### src/hw/rtl/hccm_pkg.sv
package hccm_pkg;

   // field widths
   localparam int SENSOR_W   = 13;
   localparam int HOUR_W     = 5;
   localparam int SP_W       = 7;
   localparam int MODE_W     = 3;
   localparam int TONE_W     = 2;
   localparam int CSR_IDX_W  = 3;
   localparam int CSR_DATA_W = 7;

   // scaled temperature, 1/160 degree F: 9*s + 5120 needs 17 bits signed, one spare
   localparam int T10_W = 18;

   localparam logic [SP_W-1:0] SP_MAX = '1;

   // reset values of the setpoints and the night window
   localparam logic [SP_W-1:0]   DAY_HEAT_RST    = 7'd75;
   localparam logic [SP_W-1:0]   DAY_COOL_RST    = 7'd80;
   localparam logic [SP_W-1:0]   NIGHT_HEAT_RST  = 7'd70;
   localparam logic [SP_W-1:0]   NIGHT_COOL_RST  = 7'd85;
   localparam logic [HOUR_W-1:0] NIGHT_BEGIN_RST = 5'd23;
   localparam logic [HOUR_W-1:0] NIGHT_END_RST   = 5'd6;

   // register indexes of the csr port
   localparam logic [CSR_IDX_W-1:0] CSR_DAY_HEAT    = 3'd0;
   localparam logic [CSR_IDX_W-1:0] CSR_DAY_COOL    = 3'd1;
   localparam logic [CSR_IDX_W-1:0] CSR_NIGHT_HEAT  = 3'd2;
   localparam logic [CSR_IDX_W-1:0] CSR_NIGHT_COOL  = 3'd3;
   localparam logic [CSR_IDX_W-1:0] CSR_NIGHT_BEGIN = 3'd4;
   localparam logic [CSR_IDX_W-1:0] CSR_NIGHT_END   = 3'd5;

   typedef enum logic [MODE_W-1:0] {
      MODE_HEAT_OFF = 3'd0,
      MODE_HEAT_ON  = 3'd1,
      MODE_COOL_OFF = 3'd2,
      MODE_COOL_ON  = 3'd3,
      MODE_OFF      = 3'd4
   } mode_type;

   typedef enum logic [TONE_W-1:0] {
      TONE_NONE   = 2'd0,
      TONE_ADJUST = 2'd1,
      TONE_MODE   = 2'd2
   } tone_type;

   // setpoint in whole degrees F scaled to 1/160 degree: sp*128 + sp*32
   function automatic logic signed [T10_W-1:0] sp_scaled(input logic [SP_W-1:0] sp);
      logic [T10_W-1:0] a;
      logic [T10_W-1:0] b;
      a = {{(T10_W-SP_W-7){1'b0}}, sp, 7'b0};
      b = {{(T10_W-SP_W-5){1'b0}}, sp, 5'b0};
      return $signed(a + b);
   endfunction

endpackage

### src/hw/rtl/heat_cool_thermostat_mode_controller_core.sv
// Channel  Dir  Ports                                  Item
// req      in   req_valid / req_ready                  sensor, hour, three buttons
// rsp      out  rsp_valid / rsp_ready                  mode, drives, setpoint, temp, night, tone
// csr      in   csr_valid / csr_ready, index, data     one register write
//
// An accepted item is held in the input register; when the result register is free or being
// read, the mode/setpoint update and the conversion are written into the result register,
// which offers the result. One item is accepted every cycle while rsp_ready is high; the mode and
// setpoint registers update on the same edge as the result register.
// Reset (synchronous) loads mode off, setpoints 75/80 F and the csr reset values.
// A stalled rsp holds its result; the input register takes one more item, then req_ready drops.
module heat_cool_thermostat_mode_controller_core (
   input  logic                                   clock,
   input  logic                                   reset,
   // input items
   input  logic                                   req_valid,
   output logic                                   req_ready,
   input  logic signed [hccm_pkg::SENSOR_W-1:0]   req_sensor_celsius,
   input  logic [hccm_pkg::HOUR_W-1:0]            req_hour_of_day,
   input  logic                                   req_button_down,
   input  logic                                   req_button_up,
   input  logic                                   req_button_mode,
   // result items
   output logic                                   rsp_valid,
   input  logic                                   rsp_ready,
   output logic [hccm_pkg::MODE_W-1:0]            rsp_mode_now,
   output logic                                   rsp_heater_drive,
   output logic                                   rsp_cooler_drive,
   output logic [hccm_pkg::SP_W-1:0]              rsp_active_setpoint,
   output logic signed [hccm_pkg::SENSOR_W-1:0]   rsp_temp_fahrenheit,
   output logic                                   rsp_night_active,
   output logic [hccm_pkg::TONE_W-1:0]            rsp_tone_request,
   // configuration writes
   input  logic                                   csr_valid,
   output logic                                   csr_ready,
   input  logic [hccm_pkg::CSR_IDX_W-1:0]         csr_index,
   input  logic [hccm_pkg::CSR_DATA_W-1:0]        csr_data
);
   import hccm_pkg::*;

   // configuration
   logic [SP_W-1:0]    night_heat_ff;
   logic [SP_W-1:0]    night_cool_ff;
   logic [HOUR_W-1:0]  night_begin_ff;
   logic [HOUR_W-1:0]  night_end_ff;

   // input register
   logic                        in_valid_ff;
   logic signed [SENSOR_W-1:0]  sensor_ff;
   logic [HOUR_W-1:0]           hour_ff;
   logic                        down_ff;
   logic                        up_ff;
   logic                        mode_btn_ff;

   // controller state
   mode_type          mode_ff;
   mode_type          mode_in;
   logic [SP_W-1:0]   heat_sp_ff;
   logic [SP_W-1:0]   heat_sp_in;
   logic [SP_W-1:0]   cool_sp_ff;
   logic [SP_W-1:0]   cool_sp_in;
   tone_type          tone_in;

   // result register
   logic                        rsp_valid_ff;
   mode_type                    rsp_mode_ff;
   logic                        rsp_heater_ff;
   logic                        rsp_cooler_ff;
   logic [SP_W-1:0]             rsp_sp_ff;
   logic signed [SENSOR_W-1:0]  rsp_temp_ff;
   logic                        rsp_night_ff;
   tone_type                    rsp_tone_ff;

   // datapath
   logic                        advance;
   logic                        night;
   logic signed [T10_W-1:0]     t10;
   logic signed [SENSOR_W-1:0]  temp_f;
   logic [SP_W-1:0]             heat_forced;
   logic [SP_W-1:0]             cool_forced;
   logic [SP_W-1:0]             fam_sp;
   logic [SP_W-1:0]             fam_adj;
   logic signed [T10_W-1:0]     fam_scaled;
   logic signed [T10_W-1:0]     heat_scaled;
   logic signed [T10_W-1:0]     cool_scaled;
   logic                        heater_in;
   logic                        cooler_in;
   logic [SP_W-1:0]             sp_out_in;

   // handshake: the input register moves on whenever the result register frees up
   assign advance   = in_valid_ff && (!rsp_valid_ff || rsp_ready);
   assign req_ready = !in_valid_ff || advance;
   assign csr_ready = 1'b1;

   // configuration registers; day setpoints only matter at reset, where they
   // always hold their reset values, so writes to them are taken and dropped
   always_ff @(posedge clock) begin
      if (reset) begin
         night_heat_ff  <= NIGHT_HEAT_RST;
         night_cool_ff  <= NIGHT_COOL_RST;
         night_begin_ff <= NIGHT_BEGIN_RST;
         night_end_ff   <= NIGHT_END_RST;
      end else if (csr_valid && csr_ready) begin
         case (csr_index)
            CSR_NIGHT_HEAT:  night_heat_ff  <= csr_data[SP_W-1:0];
            CSR_NIGHT_COOL:  night_cool_ff  <= csr_data[SP_W-1:0];
            CSR_NIGHT_BEGIN: night_begin_ff <= csr_data[HOUR_W-1:0];
            CSR_NIGHT_END:   night_end_ff   <= csr_data[HOUR_W-1:0];
            CSR_DAY_HEAT,
            CSR_DAY_COOL:    ;
            default:         ;
         endcase
      end
   end

   // input register
   always_ff @(posedge clock) begin
      if (reset) begin
         in_valid_ff <= 1'b0;
      end else if (req_ready) begin
         in_valid_ff <= req_valid;
      end
   end

   always_ff @(posedge clock) begin
      if (req_valid && req_ready) begin
         sensor_ff   <= req_sensor_celsius;
         hour_ff     <= req_hour_of_day;
         down_ff     <= req_button_down;
         up_ff       <= req_button_up;
         mode_btn_ff <= req_button_mode;
      end
   end

   // temperature conversion
   hccm_temp_conv u_conv (
      .sensor_celsius  (sensor_ff),
      .temp_scaled     (t10),
      .temp_fahrenheit (temp_f)
   );

   assign night = (hour_ff >= night_begin_ff) || (hour_ff < night_end_ff);

   // night forcing and button adjust of the active family's setpoint
   assign heat_forced = night ? night_heat_ff : heat_sp_ff;
   assign cool_forced = night ? night_cool_ff : cool_sp_ff;

   always_comb begin
      if (mode_ff == MODE_COOL_OFF || mode_ff == MODE_COOL_ON) begin
         fam_sp = cool_forced;
      end else begin
         fam_sp = heat_forced;
      end
      if (down_ff) begin
         fam_adj = (fam_sp == '0) ? '0 : fam_sp - 1'b1;
      end else if (up_ff) begin
         fam_adj = (fam_sp == SP_MAX) ? SP_MAX : fam_sp + 1'b1;
      end else begin
         fam_adj = fam_sp;
      end
   end

   assign fam_scaled  = sp_scaled(fam_adj);
   assign heat_scaled = sp_scaled(heat_sp_ff);
   assign cool_scaled = sp_scaled(cool_sp_ff);

   // next state
   always_comb begin
      mode_in    = mode_ff;
      heat_sp_in = heat_sp_ff;
      cool_sp_in = cool_sp_ff;
      tone_in    = TONE_NONE;
      case (mode_ff)
         MODE_HEAT_OFF,
         MODE_HEAT_ON: begin
            heat_sp_in = fam_adj;
            if (down_ff || up_ff) begin
               tone_in = TONE_ADJUST;
            end
            if (mode_ff == MODE_HEAT_OFF) begin
               if (t10 < fam_scaled) begin
                  mode_in = MODE_HEAT_ON;
               end
            end else if (t10 > fam_scaled) begin
               mode_in = MODE_HEAT_OFF;
            end
            if (mode_btn_ff) begin
               mode_in = (t10 > cool_scaled) ? MODE_COOL_ON : MODE_COOL_OFF;
               tone_in = TONE_MODE;
            end
         end
         MODE_COOL_OFF,
         MODE_COOL_ON: begin
            cool_sp_in = fam_adj;
            if (down_ff || up_ff) begin
               tone_in = TONE_ADJUST;
            end
            if (mode_ff == MODE_COOL_OFF) begin
               if (t10 > fam_scaled) begin
                  mode_in = MODE_COOL_ON;
               end
            end else if (t10 < fam_scaled) begin
               mode_in = MODE_COOL_OFF;
            end
            if (mode_btn_ff) begin
               mode_in = MODE_OFF;
               tone_in = TONE_MODE;
            end
         end
         default: begin
            // off mode: no forcing, no adjust
            mode_in = MODE_OFF;
            if (mode_btn_ff) begin
               mode_in = (t10 < heat_scaled) ? MODE_HEAT_ON : MODE_HEAT_OFF;
               tone_in = TONE_MODE;
            end
         end
      endcase
   end

   // outputs from the new mode
   always_comb begin
      heater_in = 1'b0;
      cooler_in = 1'b0;
      sp_out_in = '0;
      case (mode_in)
         MODE_HEAT_OFF: sp_out_in = heat_sp_in;
         MODE_HEAT_ON: begin
            heater_in = 1'b1;
            sp_out_in = heat_sp_in;
         end
         MODE_COOL_OFF: sp_out_in = cool_sp_in;
         MODE_COOL_ON: begin
            cooler_in = 1'b1;
            sp_out_in = cool_sp_in;
         end
         default: sp_out_in = '0;
      endcase
   end

   // controller state
   always_ff @(posedge clock) begin
      if (reset) begin
         mode_ff    <= MODE_OFF;
         heat_sp_ff <= DAY_HEAT_RST;
         cool_sp_ff <= DAY_COOL_RST;
      end else if (advance) begin
         mode_ff    <= mode_in;
         heat_sp_ff <= heat_sp_in;
         cool_sp_ff <= cool_sp_in;
      end
   end

   // result register
   always_ff @(posedge clock) begin
      if (reset) begin
         rsp_valid_ff <= 1'b0;
      end else if (advance) begin
         rsp_valid_ff <= 1'b1;
      end else if (rsp_ready) begin
         rsp_valid_ff <= 1'b0;
      end
   end

   always_ff @(posedge clock) begin
      if (advance) begin
         rsp_mode_ff   <= mode_in;
         rsp_heater_ff <= heater_in;
         rsp_cooler_ff <= cooler_in;
         rsp_sp_ff     <= sp_out_in;
         rsp_temp_ff   <= temp_f;
         rsp_night_ff  <= night;
         rsp_tone_ff   <= tone_in;
      end
   end

   assign rsp_valid           = rsp_valid_ff;
   assign rsp_mode_now        = rsp_mode_ff;
   assign rsp_heater_drive    = rsp_heater_ff;
   assign rsp_cooler_drive    = rsp_cooler_ff;
   assign rsp_active_setpoint = rsp_sp_ff;
   assign rsp_temp_fahrenheit = rsp_temp_ff;
   assign rsp_night_active    = rsp_night_ff;
   assign rsp_tone_request    = rsp_tone_ff;

endmodule

### src/hw/rtl/hccm_temp_conv.sv
module hccm_temp_conv (
   input  logic signed [hccm_pkg::SENSOR_W-1:0] sensor_celsius,
   output logic signed [hccm_pkg::T10_W-1:0]    temp_scaled,
   output logic signed [hccm_pkg::SENSOR_W-1:0] temp_fahrenheit
);
   import hccm_pkg::*;

   // half of C to F: (9*s + 5120) in 1/160 F, then round half up to 1/16 F
   localparam logic signed [T10_W-1:0] T10_OFFSET = 18'sd5120;
   localparam logic signed [T10_W-1:0] T10_ROUND  = 18'sd5;
   // bias keeps the dividend positive; it is a multiple of ten
   localparam logic signed [T10_W-1:0] DIV_BIAS   = 18'sd32000;
   localparam int                      M_W        = 17;
   localparam int                      PROD_W     = 2 * M_W;
   localparam int                      RECIP_SH   = 20;
   // ceil(2^20 / 10), exact for dividends below 2^18
   localparam logic [M_W-1:0]          RECIP_10   = 17'd104858;
   localparam int                      Q_W        = PROD_W - RECIP_SH;
   localparam logic signed [Q_W:0]     Q_BIAS     = 15'sd3200;
   localparam logic signed [Q_W:0]     TF_MAX     = 15'sd4095;
   localparam logic signed [Q_W:0]     TF_MIN     = -15'sd4096;

   logic signed [T10_W-1:0]  s_ext;
   logic signed [T10_W-1:0]  biased;
   logic [M_W-1:0]           dividend;
   logic [PROD_W-1:0]        prod;
   logic [Q_W-1:0]           quot;
   logic signed [Q_W:0]      q;

   // 9*s + 5120
   assign s_ext       = {{(T10_W-SENSOR_W){sensor_celsius[SENSOR_W-1]}}, sensor_celsius};
   assign temp_scaled = (s_ext <<< 3) + s_ext + T10_OFFSET;

   // floor((t10 + 5) / 10) by reciprocal multiply on the biased value
   assign biased   = temp_scaled + T10_ROUND + DIV_BIAS;
   assign dividend = biased[M_W-1:0];
   assign prod     = {{(PROD_W-M_W){1'b0}}, dividend} * {{(PROD_W-M_W){1'b0}}, RECIP_10};
   assign quot     = prod[PROD_W-1:RECIP_SH];
   assign q        = $signed({1'b0, quot}) - Q_BIAS;

   // clamp to the 13-bit signed field
   always_comb begin
      if (q > TF_MAX) begin
         temp_fahrenheit = TF_MAX[SENSOR_W-1:0];
      end else if (q < TF_MIN) begin
         temp_fahrenheit = TF_MIN[SENSOR_W-1:0];
      end else begin
         temp_fahrenheit = q[SENSOR_W-1:0];
      end
   end

endmodule

### config.mk
export PLATFORM = sky130hd
export DESIGN_NAME = heat_cool_thermostat_mode_controller_core
export DESIGN_NICKNAME = d
export VERILOG_FILES = /design/src/hw/rtl/hccm_pkg.sv /design/src/hw/rtl/heat_cool_thermostat_mode_controller_core.sv /design/src/hw/rtl/hccm_temp_conv.sv
export SDC_FILE = /design/constraint.sdc
export NUM_CORES = 1
export LEC_CHECK = 0
export BUFFER_PORTS_ARGS = -buffer_cell sky130_fd_sc_hd__buf_2
export CAP_MARGIN = 10
export CORE_UTILIZATION = 55
export DETAILED_ROUTE_END_ITERATION = 6
export GPL_TIMING_DRIVEN = 0
export PLACE_DENSITY = 0.73
export SYNTH_ARGS = -nofsm -noshare
export SYNTH_HDL_FRONTEND = slang
export SYNTH_SLANG_ARGS = --single-unit
### constraint.sdc
create_clock -name clock -period 14.8 [get_ports clock]
set_clock_uncertainty 0.05 [all_clocks]
set_input_delay 1.48 -clock clock [delete_from_list [all_inputs] [get_ports clock]]
set_output_delay 1.48 -clock clock [all_outputs]
set_load 0.005 [all_outputs]
# Word level (Yosys, flattened, before mapping)

Index checks and enable logic that the tools add are counted.

Output and inout port bits: 31
Register bits: 92
Word-level logic and storage cells: 104
Bits of input ports: 36

$lt $le $gt $ge: 8
Mux-type cells: 31
Multipliers: 1
Reductions and logical operators: 22
Add/subtract/negate cells: 10
Eq/ne operators: 11

Operators with widths:

| cell                   | count |
|---|---|
| $mux 7                 | 9 |
| $add 14x12->15         | 3 |
| $gt 18x16->1           | 2 |
| $lt 18x16->1           | 2 |
| $mul 17x16->33 const B | 1 |
| $mux 3                 | 9 |
| $add 17x14->18 const B | 1 |
| $eq 3x2->1 const B     | 6 |
| $add 16x13->17         | 1 |
| $add 17x16->17 const B | 1 |
| $add 17x4->17 const B  | 1 |
| $gt 15x13->1 const B   | 1 |
| $lt 15x13->1 const B   | 1 |
| $sub 14x12->15 const B | 1 |
| $pmux 7 s2             | 1 |
| $mux 13                | 1 |
| $reduce_and 2->1       | 4 |
| $reduce_or 2->1        | 4 |
| $add 7x1->7 const B    | 1 |
| $eq 7x7->1 const B     | 1 |
| $logic_not 7->1        | 1 |
| $mux 1                 | 7 |
| $sub 7x1->7 const B    | 1 |
| $eq 3x1->1 const B     | 2 |
| other kinds (11)       | 21 |

# Logic depth before layout (Yosys ltp)

Gate-level depths: netlist (run 1).

Depth after elaboration: 17
Mapped depth: 43
Mapped depth without buffers: 42

# By module

From an unflattened synthesis (run 1), not the netlist that was laid out.

Cell total of the unflattened synthesis: 1178
Area, all modules: 11423.5 um2

Modules (own cells, without submodules):

| module                                    | cells each | seq. area each (um2) | instances | area an instance (um2) |
|---|---|---|---|---|
| hccm_temp_conv                            | 667        | 0.0                  | 1         | 6042.0 |
| heat_cool_thermostat_mode_controller_core | 511        | 2332.2               | 1         | 5381.4 |

# Worst setup path before layout (run 1)

Ideal clock, no wire load.

Kind: reg-to-reg
From: register sensor_ff[1]
To: register rsp_temp_ff[0], in the netlist rsp_temp_fahrenheit[0] (data pin)
Slack: 5382 ps
Cell stages (with the launch flop): 38
Data arrival time: 9103 ps
Path buffers: 0
Cell sequence: edfxtp_1 -> ha_1 -> ha_1 -> fa_1 -> a21o_1 -> a221oi_2 -> xnor2_1 -> nor3_1 -> nor3b_1 -> nand2b_1 -> nand2_1 -> xnor2_1 -> ha_1 -> ha_1 -> inv_1 -> fa_1 -> inv_1 -> fa_1 -> [... 2 more ...] -> fa_1 -> inv_1 -> ha_1 -> and4_1 -> nand2_1 -> a31o_2 -> a21oi_2 -> o21ai_1 -> xnor2_2 -> inv_1 -> ha_1 -> o211a_1 -> o2111a_1 -> and4_4 -> nor3_2 -> o41ai_2 -> nor2_4 -> or3b_1

Word-level cells in the longest chain between the ends: 8
Elaborated cells on any way between the ends: 9

Ends and longest elaborated chain:

| element                  | RTL line                                         | source |
|---|---|---|
| start: declaration       | heat_cool_thermostat_mode_controller_core.sv:49  | `logic signed [SENSOR_W-1:0] sensor_ff;` |
| start signal: assignment | heat_cool_thermostat_mode_controller_core.sv:127 | `sensor_ff <= req_sensor_celsius;` |
| $add 16x13->17 (*)       | hccm_temp_conv.sv:32                             | `assign temp_scaled = (s_ext <<< 3) + s_ext + T10_OFFSET;` |
| $add 17x14->18 (*)       | hccm_temp_conv.sv:32                             |  |
| $add 17x4->17 (*)        | hccm_temp_conv.sv:35                             | `assign biased = temp_scaled + T10_ROUND + DIV_BIAS;` |
| $add 17x16->17 (*)       | hccm_temp_conv.sv:35                             |  |
| $mul 17x16->33 (*)       | hccm_temp_conv.sv:37                             | `assign prod = {{(PROD_W-M_W){1'b0}}, dividend} * {{(PROD_W-M_W){1'b0}}, RECIP_10};` |
| $sub 14x12->15 (*)       | hccm_temp_conv.sv:39                             | `assign q = $signed({1'b0, quot}) - Q_BIAS;` |
| $lt 15x13->1             | hccm_temp_conv.sv:45                             | `end else if (q < TF_MIN) begin` |
| $mux 13                  | hccm_temp_conv.sv:45                             |  |
| end signal: assignment   | heat_cool_thermostat_mode_controller_core.sv:271 | `rsp_temp_ff <= temp_f;` |
| end: declaration         | heat_cool_thermostat_mode_controller_core.sv:70  | `logic signed [SENSOR_W-1:0] rsp_temp_ff;` |

Mark *: on every way between the ends. The rest lies on a longest branch, timed or not.
A chain may end at the register's enable or synchronous reset.

# Worst setup path in the final report (run 1)

Ends and elaborated chain as after synthesis.

==> run metrics, run 1 <==
HPWL reported at the end of detailed placement 22,200 microns; number of placement rows 52; number of cells traversed by the worst register-to-register path 40; share of post-route cells with drive strength above 1 0.108; Setup Slack @ Placement 3.93 ns; post-route fraction of the period consumed by the critical path 0.741; Hold Violations, Final 0; vias just under 9k; total global routing overflow 0; Slew Limit Headroom 0.217; TritonCTS Buffers 9; final setup violation count 0; footprint of the multi-input gates about 8400 sq um; number of synthesized flops with an enable pin 49; final weighted congestion in routability-driven placement 0.929; sum of negative setup slack 0 ns; data arrival time of the critical path between 10 and 15 ns; top flip-flop cell by instance count after synthesis sky130_fd_sc_hd__edfxtp_1; drc violations 0; number of nets still failing antenna checks after routing 0; instance count along the most critical hold path 2; Die Span X 147 microns; Starting Density 0.567; crit path capture type flop; antenna violations before repair 0; per-cell via count in the routed design 5.74; CTS max path bufs 2; Hold WS ~0.44 ns; min Tclk post-route 10.97 ns; Ys Warns 0; count of cells resized by post-cts repair 0; antenna diode instance count 0; clock slew at the register clock pins of the worst setup and hold paths 0.07 ns; clock tree from TritonCTS yes; number of input and output port buffers inserted 65; classification of the worst setup path reg2reg; sort of element at the start of the critical path flop; aggregate global-route resource usage 0.261; post-synthesis area per instance 9.68 sq um; post-synth net total 1,538; number of nets in the layout about 1.6k; run status finished, final reports clean; worst stage delay on the critical path 0.87 ns; # H-tree levels 3; classification of the worst-slack hold path reg2reg; clock latency at the later pin of the worst-skew pair 0.36 ns; clock tree sinks 92; growth of design area from synthesis to finish 8.62%; data required time at the worst endpoint between 10 and 15 ns; layout filler cell count 1,766; clock root buffer master sky130_fd_sc_hd__clkbuf_16; first-pass GRT wire length 44,400 microns; IO Count 67; slowest cell on the critical path sky130_fd_sc_hd__xnor2_1; Die Footprint 21,700 sq um; first-pass detailed-route iteration total 7; netlist area before placement 11,600 sq um; final critical-path setup slack 3.83 ns; number of maximum-capacitance constraint violations 0; number of unique standard cell types used by synthesis 96; maximum net fanout on the critical path 10; final wirelength around 27,000 microns; initial drt markers around 600; Slew Viols, Final 0; Routed WL per cell 17.2 microns; Final Core Density 0.616; largest net degree at the start of global routing 22; number of global-route vias before repair 8,905; vertical die dimension 147 microns; Setup Buffers After CTS 0; post-synthesis instance total 1,201; share of synthesized area occupied by flip-flops and latches 0.201; area of the core between 20,000 and 25,000 sq um; unrepaired setup endpoints after global routing false; actual slew at the worst max-slew pin around 1.2 ns; proportion of synthesized flip-flops having asynchronous set or reset 0; flop and latch count out of synthesis 92; Peak Freq roughly 0.091 GHz; Reg area around 2300 sq um; number of hold-repair buffers added at the cts stage 0
## worst max-delay path: cells and delay by family (launching register included)
kind	cells	cell delay [ns]
adder cells (fa/ha/maj)	11	4.23
XOR/XNOR	3	1.53
flip-flops	1	0.50
AND/OR/NAND/NOR	8	1.34
buffers and inverters	7	0.58
AO/OA/AOI/OAI	11	2.61
## routing by layer
metal | routed length (microns) | share of wire | up-vias | global-route usage
met4 | 572 | 0.021 | 0 | 0.0825
met1 | 12700 | 0.47 | 4300 | 0.376
li1 | - | - | 4321 | -
met3 | 1400 | 0.053 | 44 | 0.0336
met5 | 0 | 0 | - | 0
met2 | 12000 | 0.45 | 248 | 0.408
## state kept, by name, indices dropped and copies added, names as in the netlist, 2 cells and up
| register | flops |
|---|---|
| rsp_temp_fahrenheit | 13 |
| sensor_ff | 13 |
| cool_sp_ff | 7 |
| heat_sp_ff | 7 |
| night_cool_ff | 7 |
| night_heat_ff | 7 |
| rsp_active_setpoint | 7 |
| hour_ff | 5 |
| night_begin_ff | 5 |
| night_end_ff | 5 |
| mode_ff | 3 |
| rsp_mode_now | 3 |
| rsp_tone_request | 2 |
## synthesized netlist by cell type, types with 15 or more instances
master,count,share of area
sky130_fd_sc_hd__ha_1,209,0.22
sky130_fd_sc_hd__inv_1,200,0.065
sky130_fd_sc_hd__fa_1,92,0.16
sky130_fd_sc_hd__nand2_1,77,0.025
sky130_fd_sc_hd__a21oi_1,62,0.027
sky130_fd_sc_hd__nor2_1,59,0.019
sky130_fd_sc_hd__edfxtp_1,49,0.13
sky130_fd_sc_hd__dfxtp_1,43,0.074
sky130_fd_sc_hd__xnor2_1,39,0.029
sky130_fd_sc_hd__o21ai_0,32,0.014
sky130_fd_sc_hd__mux2i_1,31,0.027
sky130_fd_sc_hd__xor2_1,19,0.014
sky130_fd_sc_hd__a21o_1,17,0.011
sky130_fd_sc_hd__nor3_1,16,0.0069
sky130_fd_sc_hd__nand3_1,15,0.0065
sky130_fd_sc_hd__nor2b_1,15,0.0081
## logic make-up (layout without fill, tap and decap cells)
group                    after synthesis  after routing  share of synthesized area
AO/OA/AOI/OAI                        215            215                      0.127
XOR/XNOR                              63             63                     0.0516
adder cells (fa/ha/maj)              304            304                      0.386
buffers and inverters                221            303                     0.0740
flip-flops                            92             92                      0.201
multiplexers                          40             40                     0.0422
other                                  1              1                   0.000322
AND/OR/NAND/NOR                      265            265                      0.118
## path summary, 6_finish.rpt
path,startpoint,end,slack (ns)
max,sensor_ff[1],rsp_temp_fahrenheit[0],3.83
min,night_end_ff[1],night_end_ff[1],0.44
max reg2reg,sensor_ff[1],rsp_temp_fahrenheit[0],3.83
min reg2reg,night_end_ff[1],night_end_ff[1],0.44
## layout by cell type (no fill, tap or decap), types with 5 or more instances in the layout
cell	instances
sky130_fd_sc_hd__or3_1	6
sky130_fd_sc_hd__nand4_1	8
sky130_fd_sc_hd__inv_1	200
sky130_fd_sc_hd__dfxtp_1	43
sky130_fd_sc_hd__xnor2_1	39
sky130_fd_sc_hd__nand2b_1	14
sky130_fd_sc_hd__edfxtp_1	49
sky130_fd_sc_hd__ha_1	209
sky130_fd_sc_hd__and2_1	5
sky130_fd_sc_hd__o21a_1	5
sky130_fd_sc_hd__mux2i_1	31
sky130_fd_sc_hd__nand2_1	77
sky130_fd_sc_hd__o31ai_1	5
sky130_fd_sc_hd__fa_1	92
sky130_fd_sc_hd__clkbuf_16	9
sky130_fd_sc_hd__o21bai_1	6
sky130_fd_sc_hd__nor3_1	16
sky130_fd_sc_hd__a31oi_1	9
sky130_fd_sc_hd__nor2b_1	15
sky130_fd_sc_hd__a21o_1	17
sky130_fd_sc_hd__o21ai_0	32
sky130_fd_sc_hd__o211ai_1	10
sky130_fd_sc_hd__nor3b_1	11
sky130_fd_sc_hd__clkbuf_1	13
sky130_fd_sc_hd__buf_2	66
sky130_fd_sc_hd__o21ai_1	11
sky130_fd_sc_hd__nor2_1	59
sky130_fd_sc_hd__a21oi_1	62
sky130_fd_sc_hd__nand3_1	15
sky130_fd_sc_hd__and3_1	9
sky130_fd_sc_hd__mux4_2	7
sky130_fd_sc_hd__xor2_1	19
## per-stage QoR
stage	std cells	area, sq um
floorplan	1201	11600
global placement	1536	12300
detailed placement	1537	12300
CTS	1553	12600
global route	1553	12600
finish	1553	12600
## cell type report
| type | instances | area share |
|---|---|---|
| Buffer | 20 | 0.00842 |
| Clock buffer | 9 | 0.0178 |
| Clock inverter | 7 | 0.00684 |
| Inverter | 201 | 0.0597 |
| Multi-Input combinational cell | 888 | 0.668 |
| Sequential cell | 92 | 0.185 |
| Tap cell | 270 | 0.0267 |
| Timing Repair Buffer | 66 | 0.0279 |
Power of run 1 is not shown: default switching activity piles up to over one toggle a cycle in this logic, so the estimate is an artifact.
==> run 2, diff against run 1 <==
PLACE_DENSITY = 0.76   (was 0.73)
clock period = 9.6 ns   (was 14.8 ns; I/O delays follow)
==> run 2 against run 1 <==
  * Non-clock buffer count rose by 48
  * Design area grew 8.5%
  * Utilization up 5.2 points
  * Final cell count grew 3.2%
  * Routed wire length increased by 13%
  * First-iteration DRC count up 25%
  * Sequential share of layout area decreased by 1.4 points
  * Via count increased by 5.6%
  * Count of clock-buffer cells in the layout stayed put
  * Die area stayed put
  * Worst hold slack lost 0.0099 ns
  * Largest cell class unchanged
==> run metrics, run 2 (synthesis gave the netlist of run 1 again) <==
data required time at the worst endpoint 9.77 ns (-5.21 ns); final wirelength 30,100 microns (+13%); commonest non-fill, non-tap cell in the layout sky130_fd_sc_hd__inv_1; Setup Slack @ Placement -1.22 ns (-5.15 ns); CTS max path bufs 2 (unchanged); total global routing overflow 0 (unchanged); slowest cell on the critical path sky130_fd_sc_hd__fa_1; Slew Limit Headroom 0.220 (+0.00294); final weighted congestion in routability-driven placement 0.933 (+0.42%); final setup violation count 0 (unchanged); clock tree from TritonCTS yes; maximum net fanout on the critical path 10 (unchanged); growth of design area from synthesis to finish 17.9%; cell type group with the largest total delay on the critical path adder cells; vias 9,411 (+5.6%); # H-tree levels 3 (unchanged); first-pass GRT wire length 45,700 microns (+3.1%); clock slew at the register clock pins of the worst setup and hold paths 0.08 ns (about the same); Routed WL per cell 18.8 microns (+9.4%); Hold WS 0.426 ns (-0.00989 ns); number of global-route vias before repair 9,201 (+3.3%); Starting Density 0.567 (unchanged); actual slew at the worst max-slew pin 1.17 ns (-0.00441 ns); drc violations 0 (unchanged); run status finished, final reports clean; antenna violations before repair 1 (+1); most frequent cells in the layout sky130_fd_sc_hd__inv_1, sky130_fd_sc_hd__ha_1, sky130_fd_sc_hd__fa_1; Die Span X 147 microns (unchanged); share of post-route cells with drive strength above 1 0.189 (+0.0810); HPWL reported at the end of detailed placement 22,000 microns (-0.94%); Die Footprint 21,700 sq um (unchanged); clock latency at the later pin of the worst-skew pair 0.36 ns (about the same); vertical die dimension 147 microns (unchanged); number of placement rows 52 (unchanged); classification of the worst-slack hold path reg2reg; min Tclk post-route 9.45 ns (-1.52 ns); data arrival time of the critical path 9.62 ns (-1.53 ns); crit path capture type flop; aggregate global-route resource usage 0.269 (+0.00786); Hold Violations, Final 0 (unchanged); first-pass detailed-route iteration total 5 (-2); area of the core 20,500 sq um (unchanged); initial drt markers 756 (+25%); IO Count 67 (unchanged); number of nets still failing antenna checks after routing 0 (unchanged); Slew Viols, Final 0 (unchanged); clock tree sinks 92 (unchanged); clock root buffer master sky130_fd_sc_hd__clkbuf_16; Peak Freq 0.106 GHz (+16%); sort of element at the start of the critical path flop; number of input and output port buffers inserted 65 (unchanged); number of maximum-capacitance constraint violations 0 (unchanged); post-route fraction of the period consumed by the critical path 0.985 (+0.243); final critical-path setup slack 0.148 ns (-3.68 ns); Crit path buffers/inverters 9 (+2); per-cell via count in the routed design 5.87 (+2.4%); classification of the worst setup path reg2reg; largest net degree at the start of global routing 22 (unchanged); Non-Filler Cell Area, Final 13,700 sq um (+8.5%); number of hold-repair buffers added at the cts stage 0 (unchanged); TritonCTS Buffers 9 (unchanged); standard cell area after detailed placement 12,300 sq um (unchanged); worst stage delay on the critical path 0.53 ns (-0.34 ns); number of nets in the layout 1,663 (+3.0%)
==> run 2: worst reg2reg max path, delay by kind of cell (launching register included) <==
family	cells	cell delay, ns
fa+ha+maj	10	3.75
compound gates	10	2.26
simple gates	10	1.43
buf+inv	9	0.91
flops	1	0.50
xor+xnor	2	0.41
==> run 2: worst paths after layout <==
check | start | end | slack, ns | cells past startpoint
max | sensor_ff[5] | rsp_temp_fahrenheit[9] | 0.15 | 41
min | night_cool_ff[2] | night_cool_ff[2] | 0.43 | 2
max reg2reg | sensor_ff[5] | rsp_temp_fahrenheit[9] | 0.15 | 41
min reg2reg | night_cool_ff[2] | night_cool_ff[2] | 0.43 | 2
==> run 2: layer usage <==
| layer | vias up | part of all wire | global-route usage |
|---|---|---|---|
| met1 | 4555 | 0.42 | 0.359 |
| met2 | 374 | 0.48 | 0.430 |
| met5 | - | 0 | 0 |
| met4 | 0 | 0.027 | 0.0876 |
| li1 | 4409 | - | - |
| met3 | 73 | 0.076 | 0.0630 |
==> run 2: final cells by class <==
type	instances	area (sq um)
well taps	270	338
plain buffers	20	106
diodes	1	2.50
multi-input cells	888	9120
flip-flops and latches	92	2330
repair buffers	114	742
clock inverters	7	86.3
clock buffers	9	225
fillers	1482	6790
inverters	201	757
==> run 2: timing repair <==
item,CTS,global route
setup endpoints to repair,13,12
pin swaps,14,38
setup buffers,26,22
resized for setup,49,49
==> run 2: through the flow <==
stage / instances / utilization / setup TNS [ns]
5_1_grt: 1601 / 0.669 / -0.786
4_1_cts: 1579 / 0.644 / 0
6_report: 1602 / 0.669 / 0
2_1_floorplan: 1201 / - / 0
3_3_place_gp: 1536 / 0.600 / -12.82
3_5_place_dp: 1537 / 0.601 / -13.55
Power of run 2 is left out for the same reason.
==> run 3, diff against run 2 <==
CELL_PAD_IN_SITES_DETAIL_PLACEMENT = 0   (was unset)
CELL_PAD_IN_SITES_GLOBAL_PLACEMENT = 2   (was unset)
CORE_UTILIZATION = 37   (was 55)
PLACE_DENSITY = unset   (was 0.76)
PLACE_DENSITY_LB_ADDON = 0.1   (was unset)
==> run 3 against run 2 <==
  * The run now ends with design-rule violations left
  * Fmax increased by 0.58%
  * Design area increased by 1.2%
  * Final cell count increased by 8.0%
  * Utilization decreased by 22 points
  * First-iteration DRC count decreased by 43%
  * Die area increased by 48%
  * Non-clock buffer count increased by 3
  * Global-route usage decreased by 6.7 points
  * Sequential cell count unchanged
  * Register-to-register slack improved by 0.05 ns
==> run metrics, run 3 (synthesis gave the netlist of run 1 again) <==
growth of design area from synthesis to finish 19.2%; vertical die dimension 179 microns (+22%); most frequent cells in the layout sky130_fd_sc_hd__inv_1, sky130_fd_sc_hd__ha_1, sky130_fd_sc_hd__fa_1; first-pass GRT wire length 48,900 microns (+6.8%); endpoint of the worst-slack reg-to-reg timing path rsp_temp_fahrenheit[0]; Die Footprint 32,100 sq um (+48%); area of the core 30,700 sq um (+50%); Peak Freq 0.106 GHz (+0.58%); number of global-route vias before repair 8,804 (-4.3%); maximum net fanout on the critical path 6 (-4); per-cell via count in the routed design 5.12 (-13%); IO Count 67 (unchanged); clock tree from TritonCTS yes; Post-Layout Cell Count 1,730 (+8.0%); total global routing overflow 0 (unchanged); number of nets in the layout 1,666 (+0.18%); unrepaired setup endpoints after global routing true; post-route fraction of the period consumed by the critical path 0.979 (-0.00570); min Tclk post-route 9.40 ns (-0.0547 ns); standard cell area after detailed placement 12,500 sq um (+1.3%); HPWL reported at the end of detailed placement 24,700 microns (+12%); final critical-path setup slack 0.203 ns (+0.0547 ns); drc violations 6 (+6); Non-Filler Cell Area, Final 13,900 sq um (+1.2%); number of input and output port buffers inserted 65 (unchanged); Slew Limit Headroom 0.437 (+0.217); classification of the worst-slack hold path reg2reg; clock tree sinks 92 (unchanged); worst stage delay on the critical path 0.55 ns (+0.02 ns); number of nets still failing antenna checks after routing 0 (unchanged); sort of element at the start of the critical path flop; first-pass detailed-route iteration total 7 (+2); number of maximum-capacitance constraint violations 0 (unchanged); actual slew at the worst max-slew pin 0.839 ns (-0.331 ns); RR Startpoint sensor_ff[1]; Die Span X 179 microns (+22%); Hold Crit Start night_cool_ff[4]; initial drt markers 430 (-43%); clock latency at the later pin of the worst-skew pair 0.38 ns (+0.02 ns); clock root buffer master sky130_fd_sc_hd__clkbuf_16; Starting Density 0.378 (-0.189); run status complete, but fails checks; Routed WL per cell 17.8 microns (-5.6%); # H-tree levels 3 (unchanged); final weighted congestion in routability-driven placement 0.842 (-9.7%); Setup Slack @ Placement -1.68 ns (-0.465 ns); classification of the worst setup path reg2reg; slowest cell on the critical path sky130_fd_sc_hd__fa_1; worst setup slack for register-to-register paths 0.20 ns (+0.05 ns); Min-Delay Endpoint night_cool_ff[4]; crit path capture type flop; commonest non-fill, non-tap cell in the layout sky130_fd_sc_hd__inv_1; antenna violations before repair 0 (-1); largest net degree at the start of global routing 22 (unchanged); data required time at the worst endpoint 9.67 ns (-0.10 ns); TritonCTS Buffers 9 (unchanged); Slew Viols, Final 0 (unchanged); final setup violation count 0 (unchanged); data arrival time of the critical path 9.47 ns (-0.15 ns); CTS max path bufs 2 (unchanged); placed cells 1,663 (+8.2%); final wirelength 30,700 microns (+1.9%); share of post-route cells with drive strength above 1 0.185 (-0.00342); Hold Violations, Final 0 (unchanged); number of placement rows 64 (+23%); instance count along the most critical hold path 2 (unchanged); failing checks design-rule violations; number of cells traversed by the worst register-to-register path 38 (-7.3%); antenna diode instance count 0 (-1); clock slew at the register clock pins of the worst setup and hold paths 0.08 ns (about the same); vias 8,858 (-5.9%); aggregate global-route resource usage 0.202 (-0.0670)
run 3: layer usage:
metal / global-route usage / up-vias / part of all wire
li1: - / 4418 / -
met1: 0.298 / 4328 / 0.52
met2: 0.311 / 100 / 0.44
met3: 0.0344 / 12 / 0.031
met4: 0.0301 / 0 / 0.0071
met5: 0 / - / 0
run 3: repair_timing:
action	CTS	global route
buffers inserted	34	16
cloned	0	0
pin swaps	25	22
endpoints found under the setup margin	13	12
resized for setup	74	24
hold buffers	0	0
run 3: worst max-delay path, delay by kind of cell, from the launching register on:
family                   cells  cell delay [ns]
AO/OA/AOI/OAI                8             1.20
XOR/XNOR                     3             0.68
adder cells (fa/ha/maj)     11             4.11
buffers and inverters        7             0.83
flip-flops                   1             0.40
AND/OR/NAND/NOR              9             1.83
run 3: cell type report:
class / count / area, sq um
inverters: 201 / 754
flip-flops and latches: 92 / 2330
clock buffers: 10 / 229
multi-input cells: 888 / 9100
plain buffers: 20 / 106
repair buffers: 117 / 792
clock inverters: 6 / 55.1
fillers: 3050 / 16900
well taps: 396 / 495
run 3: worst max-delay path by stage:
stage	start	slack (ns)	cells past startpoint	endpoint
floorplan	sensor_ff[1]	0.18	37	rsp_temp_fahrenheit[0]
global placement	sensor_ff[1]	-1.69	36	rsp_temp_fahrenheit[0]
detailed placement	sensor_ff[1]	-1.68	36	rsp_temp_fahrenheit[0]
CTS	sensor_ff[4]	0.003	33	rsp_temp_fahrenheit[0]
global route	sensor_ff[1]	-0.17	40	rsp_temp_fahrenheit[0]
finish	sensor_ff[1]	0.20	38	rsp_temp_fahrenheit[0]
run 3: per-stage QoR:
step	TNS, ns	hold slack, ns	utilization
detailed placement	-19.16	0.409	0.406
finish	0	0.428	0.451
CTS	0	0.429	0.441
floorplan	0	0.374	-
global placement	-19.56	0.407	0.405
global route	-0.367	0.441	0.451
Power of run 3 is left out for the same reason.
